===== config.mk =====
export PLATFORM = sky130hd
export DESIGN_NAME = sccb_register_access_master
export DESIGN_NICKNAME = d
export VERILOG_FILES = /design/src/design/sccb_pkg.sv /design/src/design/sccb_register_access_master.sv /design/src/design/sccb_cfg.sv /design/src/design/sccb_seq.sv /design/src/design/sccb_out_reg.sv
export SDC_FILE = /design/constraint.sdc
export NUM_CORES = 1
export LEC_CHECK = 0
export ABC_AREA = 1
export BUFFER_PORTS_ARGS = -buffer_cell sky130_fd_sc_hd__buf_2
export CORE_MARGIN = 4
export CORE_UTILIZATION = 30
export DETAILED_ROUTE_END_ITERATION = 16
export SLEW_MARGIN = 5
export SYNTH_ARGS = -nofsm -noshare
export SYNTH_HDL_FRONTEND = slang
export SYNTH_SLANG_ARGS = --single-unit

===== constraint.sdc =====
create_clock -name i_clk -period 11.15 [get_ports i_clk]
set_input_delay 0.5575 -clock i_clk [delete_from_list [all_inputs] [get_ports i_clk]]
set_output_delay 0.5575 -clock i_clk [all_outputs]
set_load 0.1 [all_outputs]

===== src/design/sccb_pkg.sv =====
`timescale 1ns / 1ps
// ----------------------------------------------------------------------------
// SCCB register access master - shared definitions
// Payload structs, sequencer state type, register codes and step helpers.
// ----------------------------------------------------------------------------
package sccb_pkg;

    localparam int SCCB_TIMER_WIDTH = 16;

    localparam int CFG_INDEX_WIDTH = 2;
    localparam int CFG_DATA_WIDTH  = 16;

    localparam logic [CFG_INDEX_WIDTH-1:0] CFG_DEVICE_ADDR = 2'd0;
    localparam logic [CFG_INDEX_WIDTH-1:0] CFG_PHASE_TICKS = 2'd1;
    localparam logic [CFG_INDEX_WIDTH-1:0] CFG_GAP_TICKS   = 2'd2;

    localparam logic [7:0]  DEVICE_ADDR_RESET = 8'd96;
    localparam logic [15:0] PHASE_TICKS_RESET = 16'd50;
    localparam logic [15:0] GAP_TICKS_RESET   = 16'd100;

    localparam logic [3:0] BITS_PER_BYTE = 4'd8;
    localparam logic [1:0] BYTE_REGISTER = 2'd1;
    localparam logic [1:0] BYTE_PAYLOAD  = 2'd2;
    localparam logic       OP_WRITE      = 1'b0;

    typedef struct packed {
        logic       request_valid;
        logic       opcode;
        logic [7:0] register_address;
        logic [7:0] write_data;
        logic       sda_sample;
    } t_sccb_in;

    typedef struct packed {
        logic       scl_level;
        logic       sda_level;
        logic       busy_res;
        logic       done_res;
        logic [7:0] read_data;
        logic       ack_error;
    } t_sccb_out;

    typedef struct packed {
        logic [7:0]  device_write_address;
        logic [15:0] phase_ticks;
        logic [15:0] gap_ticks;
    } t_sccb_cfg;

    typedef struct packed {
        logic idle;
    } t_sccb_status;

    typedef enum logic [4:0] {
        ST_IDLE = 5'd0,
        ST_STA  = 5'd1,
        ST_STB  = 5'd2,
        ST_WLO  = 5'd3,
        ST_WHI  = 5'd4,
        ST_ALO  = 5'd5,
        ST_AHI  = 5'd6,
        ST_GAP  = 5'd7,
        ST_SPA  = 5'd8,
        ST_SPB  = 5'd9,
        ST_SPC  = 5'd10,
        ST_RLO  = 5'd11,
        ST_RHI  = 5'd12,
        ST_NAA  = 5'd13,
        ST_NAB  = 5'd14,
        ST_NAC  = 5'd15,
        ST_NAD  = 5'd16,
        ST_PGAP = 5'd17
    } t_step;

    typedef struct packed {
        t_step      step;
        logic [3:0] bit_cnt;
        logic [1:0] byte_idx;
        logic [7:0] shift;
        logic       held_op;
        logic [7:0] held_reg;
        logic [7:0] held_data;
        logic       err;
        logic [7:0] captured;
        logic       scl;
        logic       sda;
        logic       fin;
    } t_seq_st;

    localparam t_seq_st SEQ_RESET = '{
        step: ST_IDLE, bit_cnt: 4'd0, byte_idx: 2'd0, shift: 8'd0,
        held_op: 1'b0, held_reg: 8'd0, held_data: 8'd0, err: 1'b0,
        captured: 8'd0, scl: 1'b1, sda: 1'b1, fin: 1'b0
    };

    // Picks the next byte to shift out from the byte index.
    function automatic t_seq_st seq_load_byte(t_seq_st st, logic [7:0] dev);
        t_seq_st s;
        s = st;
        if (s.byte_idx == 2'd0) begin
            s.shift = dev;
        end else if (s.byte_idx == BYTE_REGISTER) begin
            s.shift = s.held_reg;
        end else if (s.held_op == OP_WRITE) begin
            s.shift = s.held_data;
        end else begin
            s.shift = dev | 8'h01;
        end
        s.bit_cnt = 4'd0;
        return s;
    endfunction

    // Step that follows the current one once its duration has run out.
    function automatic t_seq_st seq_successor(t_seq_st st, logic [7:0] dev);
        t_seq_st s;
        s = st;
        unique case (st.step)
            ST_STA: s.step = ST_STB;
            ST_STB: begin
                s = seq_load_byte(s, dev);
                s.step = ST_WLO;
            end
            ST_WLO: s.step = ST_WHI;
            ST_WHI: begin
                s.shift   = {s.shift[6:0], 1'b0};
                s.bit_cnt = s.bit_cnt + 4'd1;
                s.step    = (s.bit_cnt >= BITS_PER_BYTE) ? ST_ALO : ST_WLO;
            end
            ST_ALO: s.step = ST_AHI;
            ST_AHI: begin
                s.step = (s.held_op == OP_WRITE && s.byte_idx >= BYTE_PAYLOAD) ?
                         ST_SPA : ST_GAP;
            end
            ST_GAP: begin
                if (s.held_op != OP_WRITE && s.byte_idx == BYTE_REGISTER) begin
                    s.step = ST_SPA;
                end else if (s.held_op != OP_WRITE && s.byte_idx >= BYTE_PAYLOAD) begin
                    s.shift   = 8'd0;
                    s.bit_cnt = 4'd0;
                    s.step    = ST_RLO;
                end else begin
                    s.byte_idx = s.byte_idx + 2'd1;
                    s = seq_load_byte(s, dev);
                    s.step = ST_WLO;
                end
            end
            ST_SPA: s.step = ST_SPB;
            ST_SPB: s.step = ST_SPC;
            ST_SPC: begin
                if (s.held_op != OP_WRITE && s.byte_idx == BYTE_REGISTER) begin
                    s.byte_idx = BYTE_PAYLOAD;
                    s.step     = ST_PGAP;
                end else begin
                    if (s.held_op != OP_WRITE) begin
                        s.captured = s.shift;
                    end
                    s.fin  = 1'b1;
                    s.step = ST_IDLE;
                end
            end
            ST_RLO: s.step = ST_RHI;
            ST_RHI: begin
                s.bit_cnt = s.bit_cnt + 4'd1;
                s.step    = (s.bit_cnt >= BITS_PER_BYTE) ? ST_NAA : ST_RLO;
            end
            ST_NAA:  s.step = ST_NAB;
            ST_NAB:  s.step = ST_NAC;
            ST_NAC:  s.step = ST_NAD;
            ST_NAD:  s.step = ST_SPA;
            ST_PGAP: s.step = ST_STA;
            default: s.step = ST_IDLE;
        endcase
        return s;
    endfunction

    // Line drives set on entry to a step; unlisted lines keep their level.
    function automatic t_seq_st seq_enter(t_seq_st st);
        t_seq_st s;
        s = st;
        unique case (st.step)
            ST_IDLE: begin s.scl = 1'b1; s.sda = 1'b1; end
            ST_STA:  begin s.scl = 1'b1; s.sda = 1'b1; end
            ST_STB:  begin s.scl = 1'b1; s.sda = 1'b0; end
            ST_WLO:  begin s.scl = 1'b0; s.sda = s.shift[7]; end
            ST_WHI:  s.scl = 1'b1;
            ST_ALO:  begin s.scl = 1'b0; s.sda = 1'b1; end
            ST_AHI:  s.scl = 1'b1;
            ST_GAP:  s.scl = 1'b0;
            ST_SPA:  begin s.scl = 1'b0; s.sda = 1'b0; end
            ST_SPB:  s.scl = 1'b1;
            ST_SPC:  s.sda = 1'b1;
            ST_RLO:  begin s.scl = 1'b0; s.sda = 1'b1; end
            ST_RHI:  s.scl = 1'b1;
            ST_NAA:  begin s.scl = 1'b0; s.sda = 1'b1; end
            ST_NAB:  begin s.scl = 1'b1; s.sda = 1'b1; end
            ST_NAC:  s.scl = 1'b0;
            ST_NAD:  s.sda = 1'b0;
            default: ;
        endcase
        return s;
    endfunction

endpackage


===== src/design/sccb_register_access_master.sv =====
`timescale 1ns / 1ps
// ----------------------------------------------------------------------------
// SCCB register access master - top level
// Two-wire register write/read master stepped once per timing tick.
// ----------------------------------------------------------------------------
//
//  Channel   Direction  Handshake                   Payload
//  -------   ---------  --------------------------  -------------------------
//  in        sink       i_in_valid / o_in_ready     i_in_data  (t_sccb_in)
//  out       source     o_out_valid / i_out_ready   o_out_data (t_sccb_out)
//  cfg       sink       i_cfg_wr_en (no wait)       i_cfg_index, i_cfg_wdata
//
//  Each input transaction is a timing tick; it produces exactly one result
//  in the next cycle. A tick can be accepted every clock unless stalled: the
//  sequencer step is combinational logic between its state registers and
//  the result register. Reset is synchronous and active low; it returns the
//  sequencer to idle with both lines released and restores register defaults.
//  When the result register is full and not being taken, o_in_ready drops
//  and the sequencer holds; it resumes as soon as the result is drained.
//
//  A write transaction sends start, device address, register number and data
//  byte, each MSB first with an acknowledge sample at the end of the ninth
//  SCL high phase, then stop; a NACK sets the acknowledge error flag. A
//  read sends start, address and register, stop, a gap, then start and the
//  read address, shifts in eight bits (sampled on the first tick of each SCL
//  high phase), answers with a master NACK and ends with stop.
// ----------------------------------------------------------------------------
module sccb_register_access_master #(
    parameter int TIMER_WIDTH = sccb_pkg::SCCB_TIMER_WIDTH
) (
    input  logic                                 i_clk,
    input  logic                                 i_rst_n,
    input  logic                                 i_in_valid,
    output logic                                 o_in_ready,
    input  sccb_pkg::t_sccb_in                   i_in_data,
    output logic                                 o_out_valid,
    input  logic                                 i_out_ready,
    output sccb_pkg::t_sccb_out                  o_out_data,
    input  logic                                 i_cfg_wr_en,
    input  logic [sccb_pkg::CFG_INDEX_WIDTH-1:0] i_cfg_index,
    input  logic [sccb_pkg::CFG_DATA_WIDTH-1:0]  i_cfg_wdata
);
    import sccb_pkg::*;

    t_sccb_cfg    cfg;
    t_sccb_out    seq_result;
    t_sccb_status seq_status;
    logic         in_accept;
    logic         can_load;

    // A tick is taken whenever the result register has room for its result.
    assign o_in_ready = can_load;
    assign in_accept  = i_in_valid && can_load;

    sccb_cfg u_cfg (
        .i_clk       (i_clk),
        .i_rst_n     (i_rst_n),
        .i_cfg_wr_en (i_cfg_wr_en),
        .i_cfg_index (i_cfg_index),
        .i_cfg_wdata (i_cfg_wdata),
        .o_cfg       (cfg)
    );

    // The sequencer only advances on accepted ticks, so stalls never lose
    // or repeat a step.
    sccb_seq #(
        .TIMER_WIDTH (TIMER_WIDTH)
    ) u_seq (
        .i_clk     (i_clk),
        .i_rst_n   (i_rst_n),
        .i_step_en (in_accept),
        .i_in      (i_in_data),
        .i_cfg     (cfg),
        .o_result  (seq_result),
        .o_status  (seq_status)
    );

    sccb_out_reg u_out_reg (
        .i_clk       (i_clk),
        .i_rst_n     (i_rst_n),
        .i_load      (in_accept),
        .i_data      (seq_result),
        .i_out_ready (i_out_ready),
        .o_can_load  (can_load),
        .o_out_valid (o_out_valid),
        .o_out_data  (o_out_data)
    );

    // Every accepted tick leaves a result waiting in the next cycle.
    a_result_follows: assert property (
        @(posedge i_clk) disable iff (!i_rst_n)
        in_accept |=> o_out_valid
    ) else $error("accepted tick produced no result");

    // A request taken while idle starts a transaction.
    a_request_starts: assert property (
        @(posedge i_clk) disable iff (!i_rst_n)
        in_accept && seq_status.idle && i_in_data.request_valid |=> !seq_status.idle
    ) else $error("request taken while idle did not start a transaction");

    // The finishing tick reports the block as no longer busy.
    a_done_not_busy: assert property (
        @(posedge i_clk) disable iff (!i_rst_n)
        o_out_valid && o_out_data.done_res |-> !o_out_data.busy_res
    ) else $error("done reported while still busy");

endmodule


===== src/design/sccb_cfg.sv =====
`timescale 1ns / 1ps
// ----------------------------------------------------------------------------
// SCCB configuration registers
// Holds device address, phase length and gap length, written by index.
// ----------------------------------------------------------------------------
module sccb_cfg (
    input  logic                                i_clk,
    input  logic                                i_rst_n,
    input  logic                                i_cfg_wr_en,
    input  logic [sccb_pkg::CFG_INDEX_WIDTH-1:0] i_cfg_index,
    input  logic [sccb_pkg::CFG_DATA_WIDTH-1:0]  i_cfg_wdata,
    output sccb_pkg::t_sccb_cfg                 o_cfg
);
    import sccb_pkg::*;

    t_sccb_cfg r_cfg;

    always_ff @(posedge i_clk) begin
        if (!i_rst_n) begin
            r_cfg.device_write_address <= DEVICE_ADDR_RESET;
            r_cfg.phase_ticks          <= PHASE_TICKS_RESET;
            r_cfg.gap_ticks            <= GAP_TICKS_RESET;
        end else if (i_cfg_wr_en) begin
            unique case (i_cfg_index)
                CFG_DEVICE_ADDR: r_cfg.device_write_address <= i_cfg_wdata[7:0];
                CFG_PHASE_TICKS: r_cfg.phase_ticks          <= i_cfg_wdata;
                CFG_GAP_TICKS:   r_cfg.gap_ticks            <= i_cfg_wdata;
                default: ;
            endcase
        end
    end

    assign o_cfg = r_cfg;

endmodule


===== src/design/sccb_seq.sv =====
`timescale 1ns / 1ps
// ----------------------------------------------------------------------------
// SCCB bus sequencer
// Advances the bus sequence by one tick per accepted transaction.
// ----------------------------------------------------------------------------
module sccb_seq #(
    parameter int TIMER_WIDTH = sccb_pkg::SCCB_TIMER_WIDTH
) (
    input  logic                   i_clk,
    input  logic                   i_rst_n,
    input  logic                   i_step_en,
    input  sccb_pkg::t_sccb_in     i_in,
    input  sccb_pkg::t_sccb_cfg    i_cfg,
    output sccb_pkg::t_sccb_out    o_result,
    output sccb_pkg::t_sccb_status o_status
);
    import sccb_pkg::*;

    localparam int LW = (TIMER_WIDTH > 16) ? TIMER_WIDTH : 16;
    localparam logic [LW-1:0] CNT_MAX = LW'({TIMER_WIDTH{1'b1}});

    t_seq_st                r_st, n_st, s_pre;
    logic [TIMER_WIDTH-1:0] r_tick, n_tick;

    // Duration of a step, clipped to what the tick counter can reach.
    function automatic logic [LW-1:0] step_len(t_step s, logic [15:0] phase,
                                               logic [15:0] gap);
        logic [LW-1:0] d;
        if (s == ST_GAP || s == ST_PGAP) begin
            d = LW'(gap);
        end else begin
            d = (phase == 16'd0) ? LW'(1) : LW'(phase);
        end
        return (d > CNT_MAX) ? CNT_MAX : d;
    endfunction

    // Next state.
    always_comb begin
        t_seq_st                st;
        logic [TIMER_WIDTH-1:0] tick;
        st     = r_st;
        tick   = r_tick;
        st.fin = 1'b0;
        if (st.step == ST_IDLE && i_in.request_valid) begin
            st.held_op   = i_in.opcode;
            st.held_reg  = i_in.register_address;
            st.held_data = i_in.write_data;
            st.err       = 1'b0;
            st.byte_idx  = 2'd0;
            st.bit_cnt   = 4'd0;
            st.step      = ST_STA;
            st           = seq_enter(st);
            tick         = '0;
        end
        s_pre = st;
        if (st.step != ST_IDLE) begin
            if (st.step == ST_RHI && tick == '0) begin
                st.shift = {st.shift[6:0], i_in.sda_sample};
            end
            tick = tick + TIMER_WIDTH'(1);
            if (LW'(tick) >= step_len(st.step, i_cfg.phase_ticks, i_cfg.gap_ticks)) begin
                if (st.step == ST_AHI && st.held_op == OP_WRITE && i_in.sda_sample) begin
                    st.err = 1'b1;
                end
                st = seq_successor(st, i_cfg.device_write_address);
                st = seq_enter(st);
                // An empty gap passes straight on to the step after it.
                if ((st.step == ST_GAP || st.step == ST_PGAP) &&
                    i_cfg.gap_ticks == 16'd0) begin
                    st = seq_successor(st, i_cfg.device_write_address);
                    st = seq_enter(st);
                end
                tick = '0;
            end
        end
        n_st   = st;
        n_tick = tick;
    end

    // Outputs.
    always_comb begin
        o_result.scl_level = s_pre.scl;
        o_result.sda_level = s_pre.sda;
        o_result.busy_res  = (n_st.step != ST_IDLE);
        o_result.done_res  = n_st.fin;
        o_result.read_data = n_st.captured;
        o_result.ack_error = n_st.err;
        o_status.idle      = (r_st.step == ST_IDLE);
    end

    always_ff @(posedge i_clk) begin
        if (!i_rst_n) begin
            r_st   <= SEQ_RESET;
            r_tick <= '0;
        end else if (i_step_en) begin
            r_st   <= n_st;
            r_tick <= n_tick;
        end
    end

endmodule


===== src/design/sccb_out_reg.sv =====
`timescale 1ns / 1ps
// ----------------------------------------------------------------------------
// SCCB result register
// Holds one result transaction until the downstream side takes it.
// ----------------------------------------------------------------------------
module sccb_out_reg (
    input  logic                i_clk,
    input  logic                i_rst_n,
    input  logic                i_load,
    input  sccb_pkg::t_sccb_out i_data,
    input  logic                i_out_ready,
    output logic                o_can_load,
    output logic                o_out_valid,
    output sccb_pkg::t_sccb_out o_out_data
);
    import sccb_pkg::*;

    logic      r_valid;
    t_sccb_out r_data;

    // Loading is allowed when empty or when the held result leaves now.
    assign o_can_load = !r_valid || i_out_ready;

    always_ff @(posedge i_clk) begin
        if (!i_rst_n) begin
            r_valid <= 1'b0;
        end else if (i_load) begin
            r_valid <= 1'b1;
        end else if (i_out_ready) begin
            r_valid <= 1'b0;
        end
    end

    always_ff @(posedge i_clk) begin
        if (i_load) begin
            r_data <= i_data;
        end
    end

    assign o_out_valid = r_valid;
    assign o_out_data  = r_data;

endmodule


=== After elaboration in Yosys (flattened, before gate mapping) ===
Cells that the tools add are included.

* Flip-flop bits (word level): 117
* Input port bits: 42
* Output and inout port bits: 15
* Logic and storage cells: 224

* $add $sub $neg: 5
* $lt $le $gt $ge: 6
* Equal/unequal tests: 56
* Muxes and demuxes: 90
* Bitwise logic cells: 2
* Reduce and logical (&&, ||, !) cells: 43

{| class="wikitable"
|+ Operators by type and width
! cell !! count
|-
| $mux 43 || 5
|-
| $mux 48 || 4
|-
| $mux 8 || 22
|-
| $pmux 5 s17 || 2
|-
| $eq 5x4->1 const B || 24
|-
| $mux 16 || 7
|-
| $mux 18 || 4
|-
| $eq 5x3->1 const B || 12
|-
| $logic_not 16->1 || 3
|-
| $pmux 8 s3 || 2
|-
| $mux 5 || 9
|-
| $pmux 8 s2 || 2
|-
| $eq 5x2->1 const B || 6
|-
| $reduce_or 7->1 || 4
|-
| $eq 5x5->1 const B || 5
|-
| $pmux 4 s3 || 2
|-
| $mux 2 || 10
|-
| $add 16x1->16 const B || 1
|-
| $ge 16x16->1 || 1
|-
| $gt 16x16->1 const B || 1
|-
| $mux 4 || 4
|-
| $reduce_or 8->1 || 2
|-
| $eq 5x1->1 const B || 3
|-
| $logic_not 5->1 || 3
|-
| other kinds (21) || 64
|}

=== Longest topological paths before layout ===
* Word-level depth: 30
* Depth in mapped cells: 35
* Gate-level depth less buffers: 31

=== By module ===
From an unflattened synthesis, not the netlist that was laid out.

* Cell total of the unflattened synthesis: 1435
* Area total of the unflattened synthesis: 8939.8 µm²

{| class="wikitable"
|+ Modules (own cells, without submodules)
! module !! times used !! cells each !! area an instance (µm²)
|-
| sccb_seq || 1 || 1169 || 6860.3
|-
| sccb_cfg || 1 || 245 || 1635.3
|-
| sccb_out_reg || 1 || 19 || 436.7
|-
| sccb_register_access_master || 1 || 2 || 7.5
|}

=== Worst setup path after synthesis ===
OpenSTA, ideal clock, no wires.

* Kind: input-to-reg
* Start: input port i_in_data[18] in the netlist's numbering
* End: register u_seq.r_tick[10]
* Library setup time: 0.095 ns
* Arrival: 4.102 ns
* Data required time: 11.055 ns
* Path slack: 6.953 ns
* Stages on the path: 23
* Path buffers: 2
* Path through: nand2_1 -> nor2_4 -> buf_2 -> nor2_1 -> ha_1 -> nand3_1 -> nor2_1 -> nand3_1 -> inv_1 -> nand3_1 -> nor2_1 -> and3_1 -> nand3_1 -> xor2_1 -> ha_1 -> nand2_1 -> nor2_1 -> a2111oi_0 -> nand3_1 -> nor2_1 -> clkbuf_1 -> nand2_1 -> a221oi_1

* Cells in the longest elaborated chain, start to end: 11
* Elaborated cells between the ends (all ways): 15
* Classes of those cells: add/sub: 1; order compare: 2; eq/ne: 2; mux: 7; reduce/logical: 3

{| class="wikitable"
|+ RTL lines
! what !! RTL line !! RTL
|-
| from (decl) || sccb_register_access_master.sv:35 || <nowiki>input sccb_pkg::t_sccb_in i_in_data,</nowiki>
|-
| $logic_and 1x1->1 (*) || sccb_seq.sv:44 || <nowiki>if (st.step == ST_IDLE && i_in.request_valid) begin</nowiki>
|-
| $mux 48 || sccb_seq.sv:44 ||
|-
| $eq 5x3->1 or $eq 5x5->1 (tied branches) || sccb_seq.sv:29 || <nowiki>if (s == ST_GAP || s == ST_PGAP) begin</nowiki>
|-
| $logic_or 1x1->1 || sccb_seq.sv:29 ||
|-
| $mux 16 || sccb_seq.sv:29 ||
|-
| $mux 16 || sccb_seq.sv:56 || <nowiki>if (st.step != ST_IDLE) begin</nowiki>
|-
| $gt 16x16->1 || sccb_seq.sv:34 || <nowiki>return (d > CNT_MAX) ? CNT_MAX : d;</nowiki>
|-
| $mux 16 || sccb_seq.sv:34 ||
|-
| $ge 16x16->1 || sccb_seq.sv:61 || <nowiki>if (LW'(tick) >= step_len(st.step, i_cfg.phase_ticks, i_cfg.gap_ticks)) begin</nowiki>
|-
| $mux 16 || sccb_seq.sv:61 ||
|-
| $mux 16 (*) || sccb_seq.sv:56 ||
|-
| to (signal assigned) || sccb_seq.sv:97 || <nowiki>r_tick <= n_tick;</nowiki>
|-
| to (decl) || sccb_seq.sv:23 || <nowiki>logic [TIMER_WIDTH-1:0] r_tick, n_tick;</nowiki>
|}

Every way passes the cells marked *; elsewhere a longest branch is shown, timed or not. The select of a mux whose other input is x is not followed.
A chain may end at the register's enable or synchronous reset.

==> metrics.txt <==
run status completed; CP bufs+invs 4; CP startpoint kind flop; max cap viols 0; critical path data required time 11.33 ns; critical path's slowest cell dfxtp_1; top_reg_cell synth dfxtp_1; Clk pin slew, worst setup/hold paths 0.06 ns; Final Critical Period 5.30 ns; Die Wd 178 µm; ANT cells 0; HPWL Detailed 20400 µm; Nets 1447; initial DRC count 1097; DRC 0; CP max stage delay 0.49 ns; most used cell, CP nand3_1; YS warnings 0; die area 0.0315 mm²; Pins Over Slew Limit 0; FILL cells 3072; Area growth, synth to finish 12.2%; average wire per standard cell 15.4 µm; Slew @ Worst Pin 1.08 ns; total congestion overflow 0; Site Rows 61; Net Count, Synth 1431; Post-synth EDFFs 13; Mapped Area 0.00862 mm²; initial antenna violation count 0; post-synth cell types 53; Tcrit/Tclk final 47.6%; CP max FO 34; Initial Util 30.7%; CP top delay family simple AND/OR/NAND/NOR gates; CTS Hold Buffers Added 0; relative slew slack 27.8%; crit end category flop; Final Wtd Congestion 0.955; maximum clock rate 189 MHz; CTS tree done; synthesized netlist cell count 1364; setup violators final 0; post-CTS setup buffers 0; via count 9000; Layout Utilization 34.4%; CP startpoint u_seq.r_st[47]; TritonRoute pass-1 iters 7; VDD IR max 103 µV; share of layout cells above drive strength 1 11.3%; Die H 178 µm; routed wire length 27300 µm; CTS HTree Levels 4; post-CTS resize count 0; commonest non-fill, non-tap cells in the layout 292 x nand2_1, 197 x inv_1, 153 x o21ai_0; pre-CTS setup slack 5.92 ns; gr usage total 17.5%; synthesis-stage register bit count 117; sequential element share of the synthesized area 28.7%; crit path DAT 5.48 ns; Setup Crit Path Kind flop to flop; commonest non-fill, non-tap cell in the layout nand2_1; pwr/cell area 162 mW/mm²; buffer depth of the longest clock path 2; Final TNS setup 0 ns; clk_skew 0.00719 ns; clk_lat worst skew 0.43 ns; TritonCTS Buffers 17; Port Buffers 56; origin of the worst min-delay path i_cfg_wdata[10]; remaining antenna violation count 0; largest net degree at the start of global routing 93; min setup slack post-route 5.85 ns; Hold Crit Class primary input to flop; vias in the first global route 8271; worst r2r src u_seq.r_st[47]; ys async rst share 0%; Leakage 4.56 nW; IO Pins 57; unrepaired setup endpoints after global routing false; final hold violations 0; global-route wire length before repair 44200 µm; Mean Syn Cell Area 6.32 µm²; Sink Count 117; Placeable Area 0.0281 mm²; Avg Vias per Cell 5.08; Tot Pwr 1.57 mW; CTS Root Cell clkbuf_16
==> worst paths after layout <==
check / cells after the start / slack, ns / to
worst max-delay path: 27 / 5.85 / u_out_reg.o_out_data[10]
worst min-delay path: 3 / 0.38 / u_cfg.o_cfg[26]
worst max register to register: 27 / 5.85 / u_out_reg.o_out_data[10]
worst min register to register: 2 / 0.46 / u_seq.r_st[2]
==> kinds of logic (layout without fill, tap and decap cells) <==
family	after synthesis	after routing	synth area share, %
AO/OA/AOI/OAI	347	347	22.8
XOR/XNOR	13	13	1.32
adder cells (fa/ha/maj)	25	25	3.63
buffers and inverters	272	301	12.5
flip-flops	117	117	28.7
multiplexers	2	2	0.247
AND/OR/NAND/NOR	588	588	30.8
==> report_power, final <==
group / total, mW / switching (mW) / internal, mW / leakage (nW)
Sequential: 0.493 / 0.0252 / 0.467 / 0.981
Clock: 0.531 / 0.237 / 0.294 / 0.277
Combinational: 0.542 / 0.393 / 0.149 / 3.30
==> worst register-to-register path: cells and delay by family, from the launching register on <==
family,cells,cell delay [ns]
adder cells (fa/ha/maj),2,0.55
buffers and inverters,4,1.02
AND/OR/NAND/NOR,17,2.42
XOR/XNOR,1,0.18
flip-flops,1,0.49
AO/OA/AOI/OAI,3,0.41
==> synth_stat cells, types with 3 or more instances <==
cell / n / share of area [%]
nand2_1: 293 / 13
inv_1: 197 / 8.6
o21ai_0: 153 / 8.9
nor2_1: 124 / 5.4
dfxtp_1: 104 / 24
a21oi_1: 99 / 5.7
nand3_1: 78 / 4.5
clkbuf_1: 48 / 2.1
o211ai_1: 35 / 3.0
ha_1: 25 / 3.6
o21ai_1: 23 / 1.3
nand2_2: 21 / 1.5
nand4_1: 21 / 1.5
edfxtp_1: 13 / 4.5
a221oi_1: 12 / 1.2
inv_2: 11 / 0.48
xor2_1: 11 / 1.1
nor3_1: 9 / 0.52
buf_2: 7 / 0.41
nor2_2: 7 / 0.51
nor4_1: 7 / 0.51
o221ai_1: 7 / 0.71
buf_6: 5 / 0.65
nand2_4: 5 / 0.65
nand3_2: 5 / 0.58
nor2_4: 5 / 0.65
a211oi_1: 3 / 0.26
a22oi_1: 3 / 0.26
==> routing by layer <==
metal / wire (µm) / global-route usage [%] / vias to the layer above
li1: - / - / 4538
met1: 12900 / 25.2 / 4068
met2: 11600 / 25.9 / 357
met3: 2150 / 4.28 / 37
met4: 616 / 5.12 / 0
met5: 0 / 0 / -
==> through the flow <==
stage | cells | hold slack (ns) | instance area (µm²)
after global routing | 1771 | 0.375 | 9670
after floorplan | 1364 | 0.433 | 8620
final | 1771 | 0.378 | 9670
after global placement | 1739 | 0.442 | 9110
after detailed placement | 1739 | 0.448 | 9110
after CTS | 1771 | 0.368 | 9670
==> state kept, by name, indices dropped and copies added (netlist names) <==
name / count
u_cfg.o_cfg: 40
u_seq.r_st: 47
u_out_reg.o_out_data: 13
u_out_reg.o_out_valid: 1
u_seq.r_tick: 16
==> cell type report <==
cell class	instances	area (µm²)	share of cell area, %
Clock buffer	17	425	4.40
Clock inverter	15	131	1.36
Inverter	210	788	8.15
Multi-Input combinational cell	975	5080	52.5
Sequential cell	117	2470	25.6
Tap cell	378	473	4.89
Timing Repair Buffer	59	303	3.13
No activity file was read; power rests on OpenSTA's default activity.
